--- src/hdl/osc_pkg.sv ---
// Package: types and constants of the obstacle sector classifier.
`default_nettype none
package osc_pkg;

   localparam int DIST_W  = 16;
   localparam int GAPW_W  = 6;
   localparam int GC_W    = 5;
   localparam int WS_W    = 6;
   localparam int WL_W    = 6;
   localparam int TOTAL_W = 6;
   localparam int CSR_IDX_W = 2;

   localparam logic [DIST_W-1:0] WARN_DIST_RST  = 16'd1500;
   localparam logic [DIST_W-1:0] AVOID_DIST_RST = 16'd1000;
   localparam logic [DIST_W-1:0] STOP_DIST_RST  = 16'd300;
   localparam logic [GAPW_W-1:0] MIN_GAP_RST    = 6'd4;

   typedef enum logic [CSR_IDX_W-1:0] {
      CSR_WARN_DIST  = 2'd0,
      CSR_AVOID_DIST = 2'd1,
      CSR_STOP_DIST  = 2'd2,
      CSR_MIN_GAP    = 2'd3
   } csr_index_type;

   typedef enum logic [1:0] {
      MODE_NONE  = 2'd0,
      MODE_WARN  = 2'd1,
      MODE_AVOID = 2'd2,
      MODE_STOP  = 2'd3
   } mode_type;

   typedef enum logic [1:0] {
      ST_IDLE,
      ST_UPDATE,
      ST_SCAN,
      ST_HOLD
   } state_type;

   typedef struct packed {
      logic              kind;
      logic              blocked;
      logic [DIST_W-1:0] distance_mm;
      logic              last;
   } req_type;

   typedef struct packed {
      logic [1:0]      mode;
      logic [GC_W-1:0] gap_count;
      logic [WS_W-1:0] widest_start;
      logic [WL_W-1:0] widest_length;
   } rsp_type;

   typedef struct packed {
      logic [DIST_W-1:0] warning_distance;
      logic [DIST_W-1:0] avoid_distance;
      logic [DIST_W-1:0] stop_distance;
      logic [GAPW_W-1:0] min_gap_width;
   } cfg_type;

   typedef struct packed {
      logic [GC_W-1:0] gap_count;
      logic [WS_W-1:0] widest_start;
      logic [WL_W-1:0] widest_length;
   } gap_result_type;

endpackage
`default_nettype wire

--- src/hdl/obstacle_sector_classifier.sv ---
// Top level: handshake, configuration registers, sequencer and output register.
`default_nettype none
// Takes one sector reading per beat. A reading without last is captured while idle and
// then updates the state before the next is accepted. A reading with last also runs
// the gap scanner, which walks the stored map one sector per cycle over SECTORS+1
// steps; the result then goes from the hold state into the output register and the
// block returns to idle for the next reading. A finished result waits in the output
// register while the next reading is taken; if an earlier result is still waiting
// there at scan end, the block holds off the input until that result is taken. The user
// writes thresholds through the csr_ port only while the block is idle; it is not enforced.
module obstacle_sector_classifier #(
   parameter int SECTORS = 36
) (
   input  wire logic                          clock,
   input  wire logic                          reset,
   input  wire logic                          req_valid,
   output logic                               req_ready,
   input  wire osc_pkg::req_type              req_data,
   output logic                               rsp_valid,
   input  wire logic                          rsp_ready,
   output osc_pkg::rsp_type                   rsp_data,
   input  wire logic                          csr_we,
   input  wire logic [osc_pkg::CSR_IDX_W-1:0] csr_index,
   input  wire logic [osc_pkg::DIST_W-1:0]    csr_wdata
);
   import osc_pkg::*;

   state_type       state_ff, state_in;
   cfg_type         cfg_ff, cfg_in;
   req_type         item_ff;
   logic            rsp_valid_ff, rsp_valid_in;
   rsp_type         rsp_ff;
   logic            upd_en, scan_start, scan_done, load_rsp;
   logic [SECTORS-1:0] blocked_map;
   mode_type        result_mode;
   gap_result_type  gap_result;

   osc_classify #(.SECTORS(SECTORS)) u_classify (
      .clock       (clock),
      .reset       (reset),
      .upd_en      (upd_en),
      .item        (item_ff),
      .cfg         (cfg_ff),
      .blocked_map (blocked_map),
      .result_mode (result_mode)
   );

   osc_gap_scan #(.SECTORS(SECTORS)) u_gap_scan (
      .clock         (clock),
      .reset         (reset),
      .start         (scan_start),
      .blocked_map   (blocked_map),
      .min_gap_width (cfg_ff.min_gap_width),
      .done          (scan_done),
      .result        (gap_result)
   );

   always_comb begin
      cfg_in = cfg_ff;
      if (csr_we) begin
         case (csr_index_type'(csr_index))
            CSR_WARN_DIST:  cfg_in.warning_distance = csr_wdata;
            CSR_AVOID_DIST: cfg_in.avoid_distance   = csr_wdata;
            CSR_STOP_DIST:  cfg_in.stop_distance    = csr_wdata;
            CSR_MIN_GAP:    cfg_in.min_gap_width    = csr_wdata[GAPW_W-1:0];
            default:        cfg_in = cfg_ff;
         endcase
      end
   end

   always_comb begin
      state_in = state_ff;
      case (state_ff)
         ST_IDLE:   if (req_valid) state_in = ST_UPDATE;
         ST_UPDATE: state_in = item_ff.last ? ST_SCAN : ST_IDLE;
         ST_SCAN:   if (scan_done) state_in = ST_HOLD;
         ST_HOLD:   if (load_rsp) state_in = ST_IDLE;
         default:   state_in = ST_IDLE;
      endcase
   end

   always_comb begin
      req_ready  = 1'b0;
      upd_en     = 1'b0;
      scan_start = 1'b0;
      load_rsp   = 1'b0;
      case (state_ff)
         ST_IDLE:   req_ready = 1'b1;
         ST_UPDATE: begin
            upd_en     = 1'b1;
            scan_start = item_ff.last;
         end
         ST_SCAN:   ;
         ST_HOLD:   load_rsp = !rsp_valid_ff || rsp_ready;
         default:   ;
      endcase
   end

   always_comb begin
      rsp_valid_in = rsp_valid_ff;
      if (load_rsp) rsp_valid_in = 1'b1;
      else if (rsp_ready) rsp_valid_in = 1'b0;
   end

   always_ff @(posedge clock) begin
      if (reset) begin
         state_ff                <= ST_IDLE;
         rsp_valid_ff            <= 1'b0;
         cfg_ff.warning_distance <= WARN_DIST_RST;
         cfg_ff.avoid_distance   <= AVOID_DIST_RST;
         cfg_ff.stop_distance    <= STOP_DIST_RST;
         cfg_ff.min_gap_width    <= MIN_GAP_RST;
      end else begin
         state_ff     <= state_in;
         rsp_valid_ff <= rsp_valid_in;
         cfg_ff       <= cfg_in;
      end
      if (req_valid && req_ready) item_ff <= req_data;
      if (load_rsp) begin
         rsp_ff.mode          <= result_mode;
         rsp_ff.gap_count     <= gap_result.gap_count;
         rsp_ff.widest_start  <= gap_result.widest_start;
         rsp_ff.widest_length <= gap_result.widest_length;
      end
   end

   assign rsp_valid = rsp_valid_ff;
   assign rsp_data  = rsp_ff;

endmodule
`default_nettype wire

--- src/hdl/osc_classify.sv ---
// Per-reading threshold classification, blocked count and sector map.
`default_nettype none
module osc_classify #(
   parameter int SECTORS = 36
) (
   input  wire logic                   clock,
   input  wire logic                   reset,
   input  wire logic                   upd_en,
   input  wire osc_pkg::req_type       item,
   input  wire osc_pkg::cfg_type       cfg,
   output logic [SECTORS-1:0]          blocked_map,
   output osc_pkg::mode_type           result_mode
);
   import osc_pkg::*;

   localparam int HALF   = SECTORS / 2;
   localparam int SLOT_W = $clog2(HALF + 1);
   localparam int SEC_W  = $clog2(SECTORS);

   logic [SECTORS-1:0] map_ff, map_in;
   logic [TOTAL_W-1:0] total_ff, total_in;
   mode_type           mode_ff, mode_in;
   mode_type           res_ff, res_in;
   logic               stopped_ff, stopped_in;
   logic [SLOT_W-1:0]  slot_ff, slot_in;
   logic [SEC_W-1:0]   sector;
   logic               in_range;
   logic               lt_warn, lt_avoid, lt_stop;

   assign in_range = 32'(slot_ff) < HALF;
   assign sector   = SEC_W'((32'(slot_ff) << 1) | 32'(item.kind));
   assign lt_warn  = item.distance_mm < cfg.warning_distance;
   assign lt_avoid = item.distance_mm < cfg.avoid_distance;
   assign lt_stop  = item.distance_mm < cfg.stop_distance;

   always_comb begin
      map_in     = map_ff;
      total_in   = total_ff;
      mode_in    = mode_ff;
      res_in     = res_ff;
      stopped_in = stopped_ff;
      slot_in    = slot_ff;
      if (upd_en) begin
         if (in_range) begin
            map_in[sector] = item.blocked;
            if (!item.kind) begin
               if (item.blocked) begin
                  if (total_ff != '1) total_in = total_ff + 1'b1;
                  if (mode_in < MODE_WARN) mode_in = MODE_WARN;
               end
               if (lt_warn && mode_in < MODE_WARN) mode_in = MODE_WARN;
               if (lt_stop) mode_in = MODE_STOP;
            end else if (!stopped_ff) begin
               if (item.blocked && total_ff != '1) total_in = total_ff + 1'b1;
               if (lt_warn && mode_in < MODE_WARN) mode_in = MODE_WARN;
               if (lt_avoid && mode_in < MODE_AVOID) mode_in = MODE_AVOID;
               if (lt_stop) begin
                  mode_in    = MODE_STOP;
                  stopped_in = 1'b1;
               end
            end
            slot_in = slot_ff + 1'b1;
         end
         if (item.last) begin
            if (item.kind) begin
               if (total_in != '0) begin
                  total_in = '0;
                  if (mode_in != MODE_STOP) mode_in = MODE_AVOID;
               end else begin
                  mode_in = MODE_NONE;
               end
            end
            res_in     = mode_in;
            mode_in    = MODE_NONE;
            stopped_in = 1'b0;
            slot_in    = '0;
         end
      end
   end

   always_ff @(posedge clock) begin
      if (reset) begin
         map_ff     <= '0;
         total_ff   <= '0;
         mode_ff    <= MODE_NONE;
         res_ff     <= MODE_NONE;
         stopped_ff <= 1'b0;
         slot_ff    <= '0;
      end else begin
         map_ff     <= map_in;
         total_ff   <= total_in;
         mode_ff    <= mode_in;
         res_ff     <= res_in;
         stopped_ff <= stopped_in;
         slot_ff    <= slot_in;
      end
   end

   assign blocked_map = map_ff;
   assign result_mode = res_ff;

endmodule
`default_nettype wire

--- src/hdl/osc_gap_scan.sv ---
// Iterative gap scanner: walks the sector map one sector per cycle.
`default_nettype none
module osc_gap_scan #(
   parameter int SECTORS = 36
) (
   input  wire logic                          clock,
   input  wire logic                          reset,
   input  wire logic                          start,
   input  wire logic [SECTORS-1:0]            blocked_map,
   input  wire logic [osc_pkg::GAPW_W-1:0]    min_gap_width,
   output logic                               done,
   output osc_pkg::gap_result_type            result
);
   import osc_pkg::*;

   localparam int SEC_W = $clog2(SECTORS);
   localparam int CNT_W = $clog2(SECTORS + 1);

   logic               active_ff, active_in;
   logic               done_ff, done_in;
   logic [CNT_W-1:0]   idx_ff, idx_in;
   logic [CNT_W-1:0]   run_ff, run_in;
   logic [GC_W-1:0]    n_ff, n_in;
   logic [CNT_W-1:0]   best_len_ff, best_len_in;
   logic [SEC_W-1:0]   best_start_ff, best_start_in;
   logic [GAPW_W-1:0]  minw;
   logic               at_end, free_here, run_long;

   assign minw      = (min_gap_width == '0) ? GAPW_W'(1) : min_gap_width;
   assign at_end    = idx_ff == CNT_W'(SECTORS);
   assign free_here = !at_end && !blocked_map[idx_ff[SEC_W-1:0]];
   assign run_long  = 32'(run_ff) >= 32'(minw);

   always_comb begin
      active_in     = active_ff;
      done_in       = 1'b0;
      idx_in        = idx_ff;
      run_in        = run_ff;
      n_in          = n_ff;
      best_len_in   = best_len_ff;
      best_start_in = best_start_ff;
      if (start) begin
         active_in     = 1'b1;
         idx_in        = '0;
         run_in        = '0;
         n_in          = '0;
         best_len_in   = '0;
         best_start_in = '0;
      end else if (active_ff) begin
         if (free_here) begin
            run_in = run_ff + 1'b1;
         end else begin
            if (run_long) begin
               if (n_ff != '1) n_in = n_ff + 1'b1;
               if (run_ff > best_len_ff) begin
                  best_len_in   = run_ff;
                  best_start_in = SEC_W'(idx_ff - run_ff);
               end
            end
            run_in = '0;
         end
         idx_in = idx_ff + 1'b1;
         if (at_end) begin
            active_in = 1'b0;
            done_in   = 1'b1;
         end
      end
   end

   always_ff @(posedge clock) begin
      if (reset) begin
         active_ff <= 1'b0;
         done_ff   <= 1'b0;
      end else begin
         active_ff <= active_in;
         done_ff   <= done_in;
      end
      idx_ff        <= idx_in;
      run_ff        <= run_in;
      n_ff          <= n_in;
      best_len_ff   <= best_len_in;
      best_start_ff <= best_start_in;
   end

   assign done                 = done_ff;
   assign result.gap_count     = n_ff;
   assign result.widest_start  = WS_W'(best_start_ff);
   assign result.widest_length = (32'(best_len_ff) > 63) ? WL_W'(63) : WL_W'(best_len_ff);

endmodule
`default_nettype wire

--- config.mk ---
export PLATFORM = sky130hd
export DESIGN_NAME = obstacle_sector_classifier
export DESIGN_NICKNAME = d
export VERILOG_FILES = /design/src/hdl/osc_pkg.sv /design/src/hdl/obstacle_sector_classifier.sv /design/src/hdl/osc_classify.sv /design/src/hdl/osc_gap_scan.sv
export SDC_FILE = /design/constraint.sdc
export NUM_CORES = 1
export LEC_CHECK = 0
export BUFFER_PORTS_ARGS = -buffer_cell sky130_fd_sc_hd__buf_2
export CORE_UTILIZATION = 63
export DETAILED_ROUTE_END_ITERATION = 6
export PLACE_DENSITY_LB_ADDON = 0.15
export SYNTH_ARGS = -nofsm -noshare
export SYNTH_HDL_FRONTEND = slang
export SYNTH_HIERARCHICAL = 1
export SYNTH_SLANG_ARGS = --single-unit
--- constraint.sdc ---
create_clock -name clock -period 6.7 [get_ports clock]
set_input_delay 0.67 -clock clock [delete_from_list [all_inputs] [get_ports clock]]
set_output_delay 0.67 -clock clock [all_outputs]
set_load 0.02 [all_outputs]
-- After elaboration in Yosys (flattened, before gate mapping)
Cells that the tools add are included.
- flip-flop bits (word level): 178
- latch bits: 0
- bits in writable memories: 0
- memory bits (read-only): 0
- bits of input ports: 42
- output and inout bits: 21
- word-level logic and storage cells: 152
- memories: 0
- add/sub/neg operators: 6
- multipliers: 0
- divide/modulo/power cells: 0
- magnitude comparators: 12
- equal/unequal tests: 13
- shift operators: 0
- multiplexer cells: 61
- bitwise logic cells: 3
- reductions and logical operators: 30
- operator list (kind ; number):
    two-way mux 6 bit ; 12
    two-way mux 2 bit ; 26
    < comparator 16 bit ; 3
    bitwise mux 36 bit ; 1
    adder 6 x 1 -> 6 bit (second input constant) ; 3
    two-way mux 1 bit ; 17
    < comparator 6 x 7 -> 1 bit (second input constant) ; 2
    AND reduction 2 bit ; 7
    adder 5 x 1 -> 5 bit (second input constant) ; 2
    two-way mux 5 bit ; 2
    equality test 2 bit (second input constant) ; 4
    case mux 2 bit (4 select lines) ; 1
    AND reduction 4 bit ; 2
    logical AND 1 bit ; 7
    binary-select mux 1 bit (select 6 bit) ; 1
    demux 1 bit (select 6 bit) ; 1
    equality test 6 bit (second input constant) ; 1
    greater-or-equal comparator 6 x 1 -> 1 bit (second input constant) ; 1
    greater-or-equal comparator 6 bit ; 1
    > comparator 6 bit ; 1
    zero test 6 bit ; 1
    != test 2 bit (second input constant) ; 3
    != test 6 bit (second input constant) ; 1
    bitwise OR 6 x 1 -> 6 bit ; 1
    15 further kinds ; 24

-- Depth between registers and ports, before layout
Gate-level depths: netlist of the first run.
- depth in word-level cells: 19
- mapped depth: 10
- depth with buffers taken out: 9

-- Modules after synthesis
Netlist of the first run, hierarchy kept.
- by module, submodules not included (module ; times used ; cells an instance ; area each (sq um) ; seq. area each (sq um)):
    osc_classify ; 1 ; 483 ; 3689.8 ; 1041.0
    obstacle_sector_classifier ; 1 ; 263 ; 3469.6 ; 2282.2
    osc_gap_scan ; 1 ; 249 ; 2232.1 ; 620.6

-- Least setup slack after synthesis of the first run
OpenSTA, ideal clock, no wires.
- path kind: input to register
- from: input req_valid
- to: register item_ff[0] in the netlist's numbering, enable pin
- setup time: 0.426 ns
- arrival: 2.174 ns
- required time: 6.274 ns
- path slack: 4.101 ns
- stages: 1
- path buffers: 0
- cells stage by stage: nor3b_1
- cells in the longest elaborated chain, start to end: 1
- RTL lines (element ; RTL line ; source):
    start, declared ; obstacle_sector_classifier.sv:16 ; input wire logic req_valid,
    logical AND 1 bit ; obstacle_sector_classifier.sv:118 ; if (req_valid && req_ready) item_ff <= req_data;
    end signal, assigned ; obstacle_sector_classifier.sv:118 ;
    end, declared ; obstacle_sector_classifier.sv:30 ; req_type item_ff;
No other way between the ends.
A chain may end at the register's enable or synchronous reset.

-- Worst setup path after layout of the first run
- from: register u_gap_scan.idx_ff[0]
- to: register u_gap_scan.n_ff[0]
- cells in the longest elaborated chain, start to end: 6
- elaborated cells between the ends (all ways): 8
- those cells by class: 1 x eq/ne; 2 x mux; 1 x bitwise; 4 x reduce/logical
- RTL lines (element ; RTL line ; source):
    start, declared ; osc_gap_scan.sv:21 ; logic [CNT_W-1:0] idx_ff, idx_in;
    start signal, assigned ; osc_gap_scan.sv:78 ; idx_ff <= idx_in;
    binary-select mux 1 bit (select 6 bit) ; osc_gap_scan.sv:31 ; assign free_here = !at_end && !blocked_map[idx_ff[SEC_W-1:0]];
    two-way mux 1 bit (implied by the code) ; osc_gap_scan.sv:31 ;
    zero test 1 bit ; osc_gap_scan.sv:31 ;
    logical AND 1 bit * ; osc_gap_scan.sv:31 ;
    inverter 1 bit (no line) * ; - ;
    AND reduction 4 bit (no line) * ; - ;
    end signal, assigned ; osc_gap_scan.sv:80 ; n_ff <= n_in;
    end, declared ; osc_gap_scan.sv:23 ; logic [GC_W-1:0] n_ff, n_in;
Every way passes the cells marked *; elsewhere a longest branch is shown, timed or not. The select of a mux whose other input is x is not followed.

==> summary.md, run 1 <==
| Metric | Value |
|---|---|
| CTS Root Cell | clkbuf_16 |
| DR vias | 7046 |
| Cell Area, Synth | 9390 um2 |
| Pin count of the biggest net entering global routing | 110 |
| Cells after Synth | 995 |
| Outcome | complete, no violations |
| Gr ovfl total | 0 |
| Clock Power Share | 0.389 |
| Unrepaired setup endpoints after global routing | no |
| Vias/cell | 5.74 |
| First-pass GRT wire length | 31800 um |
| Area grow syn2layout | 9.89% |
| Relative slew slack | 0.300 |
| Main combinational cell family by area after synthesis | simple AND/OR/NAND/NOR gates |
| Port-buffer cells | 62 |
| Data arrival, critical path | 3340 ps |
| Power Density | 246 nW/um2 |
| Adder-cell share of the synthesized area | 0.0981 |
| Metal3 WL | 911 um |
| Final #Nets | 1144 |
| Final Hold Violating Endpoints | 0 |
| Post-route setup slack | 3680 ps |
| Non-Filler Instances | 1227 |
| Sinks on Clock Net | 178 |
| Core Region | 14500 um2 |
| Clk slew on worst S/H paths | 70 ps |
| Hold wc startpoint | req_data[14] |
| Initial core utilization | 0.646 |
| Reg2Reg Setup Slack | 3680 ps |
| Top layer in use | met4 |
| Post-synthesis sequential area ratio | 0.420 |
| Setup Viol. Count Final | 0 |
| Chip Width | 124 um |
| Fmax | 0.331 GHz |
| Clk buf depth | 2 |
| Total of max-cap violations | 0 |
| Slew Viols, Final | 0 |
| Sequential Power Share | 0.477 |
| Mux cell area share after synthesis | 0.115 |
| Post-synthesis simple-gate area fraction | 0.195 |
| Syn Area/Cell | 9.44 um2 |
| CTS tree | built |
| Critical path required time | 7030 ps |
| Critical path fanouts, max | 20 |
| Worst reg2reg startpoint | u_gap_scan/idx_ff[0] |
| Cts repair resizes | 0 |
| Synthesized Nets | 1110 |
| Slew @ Worst Pin | 1050 ps |
| Worst skew pair latency | 440 ps |
| Postcts setup bufs | 0 |
| Die H | 124 um |
| Yosys warns | 6 |
| DPL Wire Length | 13400 um |
| Number of synthesized flops with an enable pin | 38 |
| Comb pwr share | 0.134 |
| Asr flop ratio synth | 0 |
| # DRC | 0 |
| Layout cells sized above 1 | 0.118 |
| WL per Instance | 15.9 um |
| Met2 routed WL | 9060 um |
| Placement-stage worst setup slack | 3700 ps |
| CP Launch Point | u_gap_scan/idx_ff[0] |
| Max VDD drop | 0.209 mV |
| P_sw | 0.661 mW |
| Switching Share | 0.260 |
| Fillers | 1167 |
| TritonRoute pass-1 iters | 5 |
| DRT met1 WL | 9220 um |
| 1st-iter DRT viols | 579 |
| Critical Path Start Type | flop |
| # H-tree levels | 4 |
| P_int | 1.88 mW |
| Final WL | 19500 um |
| Ports | 63 |
| Initial antenna violation count | 1 |
| CTS Hold Bufs | 0 |
| Setup crit end kind | flop |
| Post-route ant nets | 0 |
| Distinct cells, synth | 66 |
| Number of global-route vias before repair | 6527 |
| Total leakage power | 4.32 nW |
| Die area | 15400 um2 |
| FP Rows | 44 |
| Placed insts | 1194 |
| TNS Setup | 0 ps |
| XOR/XNOR Fraction of Synth Area | 0.0103 |
| Routability congestion estimate | 0.862 |
| Crit Path Class | reg -> reg |
| Final Cycle Share | 0.451 |
| Synth Area in Compound Gates | 0.104 |
| Sequential cell area | 3940 um2 |
| Clk_skew | 8.97 ps |
| Minimum clock period | 3020 ps |
| Num CTS Buffers | 17 |
| Seq cells post-synth | 178 |
| GRT Total Usage | 0.270 |
| Most used DFF post-synth | dfxtp_1 |
| Worst hold path class | in -> reg |
| Multi-input logic area | 4910 um2 |
-- cells by family after synthesis --
family,Yosys count
adder cells (fa/ha/maj),73
buffers and inverters,125
flip-flops,178
AND/OR/NAND/NOR,357
XOR/XNOR,11
AO/OA/AOI/OAI,152
multiplexers,99
-- worst paths after layout --
| kind | to | cells past startpoint |
|---|---|---|
| worst min-delay path | item_ff[14] | 1 |
| worst max register to register | u_gap_scan/n_ff[0] | 6 |
| worst max-delay path | u_gap_scan/n_ff[0] | 6 |
| worst min register to register | rsp_data[9] | 0 |
-- through the flow --
stage                     hold WS (ps)  area, um2  power [mW]   util
final                              405      10300        2.54  0.710
after global routing               392      10300        2.65  0.710
after CTS                          388      10300        2.55  0.710
after detailed placement           425       9720        1.57  0.669
after global placement             411       9720        1.55  0.669
after floorplan                    401       9390        1.48      -
-- metal layers --
layer  vias up  track usage
met5         -            0
met4         0       0.0923
met3        24       0.0627
met2       154        0.423
met1      3311        0.363
li1       3557            -
-- cells in the mapped netlist (9+ instances only) --
master	count	area share
inv_1	70	0.028
nand2b_1	70	0.047
and3_1	9	0.0060
nand2_1	67	0.027
nand3_1	54	0.029
ha_1	72	0.096
dfxtp_1	140	0.30
nand4_1	18	0.012
nor2b_1	15	0.010
o21ai_0	27	0.014
edfxtp_1	38	0.12
a21oi_1	68	0.036
nor2_1	84	0.034
a21o_1	11	0.0088
clkbuf_1	34	0.014
mux2i_1	88	0.094
nor3_1	12	0.0064
-- power groups by stage --
stage	logic (mW)	registers [mW]	clock network, mW
after floorplan	0.290	1.19	0
after global placement	0.321	1.23	0
after detailed placement	0.332	1.23	0
after CTS	0.337	1.21	1.00
after global routing	0.382	1.22	1.05
final	0.339	1.21	0.989
-- critical path: stages (launching register included) --
cell and delay [ps]:
dfxtp_1 650, mux4_2 570, mux2_2 270, a2bb2oi_1 170
a21oi_2 680, nor2_1 240, mux2_2 330
-- layout by cell type, fill, tap and decap left out, types with 5 or more instances in the layout --
master	n
dfxtp_1	140
mux2i_1	88
nor2_1	84
ha_1	72
nand2b_1	70
inv_1	70
a21oi_1	68
nand2_1	67
buf_2	61
nand3_1	54
edfxtp_1	38
o21ai_0	27
clkbuf_16	19
nand4_1	18
nor2b_1	14
nor3_1	12
a21o_1	11
and3_1	9
buf_4	9
a211oi_1	7
a31oi_1	7
mux4_2	7
xor2_1	6
xnor2_1	5
-- sequential cells by signal (all words and copies together), names as in the netlist, 6 cells and up, named ones only --
signal                    cells
cfg_ff                       54
item_ff                      19
rsp_data                     19
u_classify/blocked_map       36
u_classify/total_ff           6
u_gap_scan/best_len_ff        6
u_gap_scan/best_start_ff      6
u_gap_scan/idx_ff             6
u_gap_scan/run_ff             6
-- area by class of cell --
type	instances	area share
Tap cell	184	0.0223
Clock inverter	8	0.00703
Sequential cell	178	0.382
Timing Repair Buffer	70	0.0361
Antenna cell	1	0.000242
Clock buffer	24	0.0508
Multi-Input combinational cell	692	0.476
Inverter	70	0.0255
No activity file was read; power rests on OpenSTA's default activity.
==> run 2, diff against run 1 <==
Settings changed: CORE_UTILIZATION 63 to 55.
Clock period 6.7 ns to 2.7 ns, I/O delays scaled along.
==> run 2 against run 1 <==
Against the previous run: die area rose by 14%; sequential power rose by 140%; non-clock buffer count rose by 30; clock power rose by 150%; critical path type unchanged; critical endpoint is now u_gap_scan/n_ff[3].
==> summary.md, run 2 (synthesis results as in run 1) <==
| Metric | Value |
|---|---|
| # H-tree levels | 4 |
| Pin count of the biggest net entering global routing | 69 |
| 1st-iter DRT viols | 482 |
| Final WL | 19300 um |
| FP Rows | 47 |
| Die H | 133 um |
| Core Region | 16600 um2 |
| Setup crit end kind | flop |
| Final #Nets | 1174 |
| Commonest non-fill, non-tap cell in the layout | dfxtp_1 |
| Clk_skew | 8.79 ps |
| Postcts setup bufs | 0 |
| Crit Path Class | reg -> reg |
| Commonest non-fill, non-tap cells in the layout | dfxtp_1 (139), mux2i_1 (88), nor2_1 (84) |
| WL per Instance | 14.9 um |
| Clk buf depth | 2 |
| CTS tree | built |
| DPL Wire Length | 13800 um |
| Port-buffer cells | 62 |
| P_sw | 1.70 mW |
| Clock Power Share | 0.384 |
| Slew @ Worst Pin | 970 ps |
| Chip Width | 133 um |
| Relative slew slack | 0.354 |
| Number of global-route vias before repair | 6574 |
| P_int | 4.64 mW |
| Slew Viols, Final | 0 |
| TritonRoute pass-1 iters | 5 |
| Minimum clock period | 2540 ps |
| Sequential Power Share | 0.465 |
| Post-route ant nets | 0 |
| Placed insts | 1253 |
| Layout cells sized above 1 | 0.137 |
| GRT Total Usage | 0.227 |
| Data arrival, critical path | 2890 ps |
| CP Launch Point | u_gap_scan/idx_ff[2] |
| Num CTS Buffers | 17 |
| Layout Utilization | 0.637 |
| Antenna fix cells | 0 |
| Unrepaired setup endpoints after global routing | no |
| DR vias | 7013 |
| Final Hold Violating Endpoints | 0 |
| Critical path fanouts, max | 16 |
| Area grow syn2layout | 12.9% |
| Critical path required time | 3050 ps |
| Total of max-cap violations | 0 |
| Switching Share | 0.268 |
| Worst reg2reg startpoint | u_gap_scan/idx_ff[2] |
| Critical path endpoint | u_gap_scan/n_ff[3] |
| Non-Filler Instances | 1292 |
| First-pass GRT wire length | 32100 um |
| Setup Viol. Count Final | 0 |
| Die area | 17600 um2 |
| CTS Root Cell | clkbuf_16 |
| Max reg flops | 54 |
| Clk slew on worst S/H paths | 70 ps |
| Biggest register | cfg_ff |
| Initial antenna violation count | 0 |
| Vias/cell | 5.43 |
| Gr ovfl total | 0 |
| Sinks on Clock Net | 178 |
| Worst skew pair latency | 420 ps |
| # DRC | 0 |
| Hold wc startpoint | req_data[7] |
| Critical Path Start Type | flop |
| Max VDD drop | 0.462 mV |
| Comb pwr share | 0.151 |
| Total leakage power | 4.44 nW |
| Power Density | 599 nW/um2 |
| Final Cycle Share | 0.940 |
| Worst Reg-to-Reg Cells | 8 |
| Reg2Reg Setup Slack | 160 ps |
| TNS Setup | 0 ps |
| Worst hold path class | in -> reg |
| Fmax | 0.394 GHz |
| Initial core utilization | 0.564 |
| Routability congestion estimate | 0.837 |
| Ports | 63 |
| Crit Reg-Reg Endpoint | u_gap_scan/n_ff[3] |
| Outcome | complete, no violations |
[run 2: critical path, stage by stage (launching register included)]
cell	delay, ps
dfxtp_1	360
buf_12	170
mux2i_1	90
mux4_2	500
a221oi_4	330
a21oi_2	170
buf_4	210
or4_1	500
a21oi_1	140
[run 2: final cells by class]
cell class / instances / area [um2]
multi-input cells: 692 / 4910
well taps: 220 / 275
fillers: 1392 / 6040
flip-flops and latches: 178 / 3950
clock buffers: 18 / 429
clock inverters: 14 / 155
inverters: 70 / 263
repair buffers: 100 / 628
[run 2: metal layers]
metal / global-route usage / part of all wire / up-vias
li1: - / - / 3604
met5: 0 / 0 / -
met4: 0.0556 / 0.011 / 0
met3: 0.0429 / 0.036 / 16
met2: 0.369 / 0.46 / 151
met1: 0.312 / 0.49 / 3242
[run 2: power groups by stage]
stage               Clock (mW)  Combinational, mW  Sequential [mW]
finish                    2.44              0.959             2.95
global route              2.58               1.08             2.97
CTS                       2.49              0.954             2.95
detailed placement           0              0.941             3.01
global placement             0              0.923             3.00
floorplan                    0              0.720             2.96
[run 2: through the flow]
stage                     instance area, um2  total power [mW]  hold WS (ps)  setup slack, ps
after floorplan                         9390              3.68           342              368
final                                  10600              6.35          20.3              161
after global routing                   10600              6.63         0.170             6.60
after global placement                  9950              3.93           414              142
after detailed placement                9950              3.95           411              126
after CTS                              10600              6.39          2.09              116
[run 2: worst min path at each step]
stage | to | slack (ps) | cells after the start
after floorplan | u_gap_scan/active_ff | 340 | 1
after global placement | rsp_data[8] | 410 | 0
after detailed placement | rsp_data[10] | 410 | 0
after CTS | item_ff[18] | 2 | 1
after global routing | item_ff[0] | 0.2 | 1
final | item_ff[7] | 20 | 1
[run 2: repair_timing]
item,in CTS,in global routing
endpoints found under the hold margin,5,2
gates resized for setup,0,1
setup endpoints to repair,0,1
hold buffers,5,2
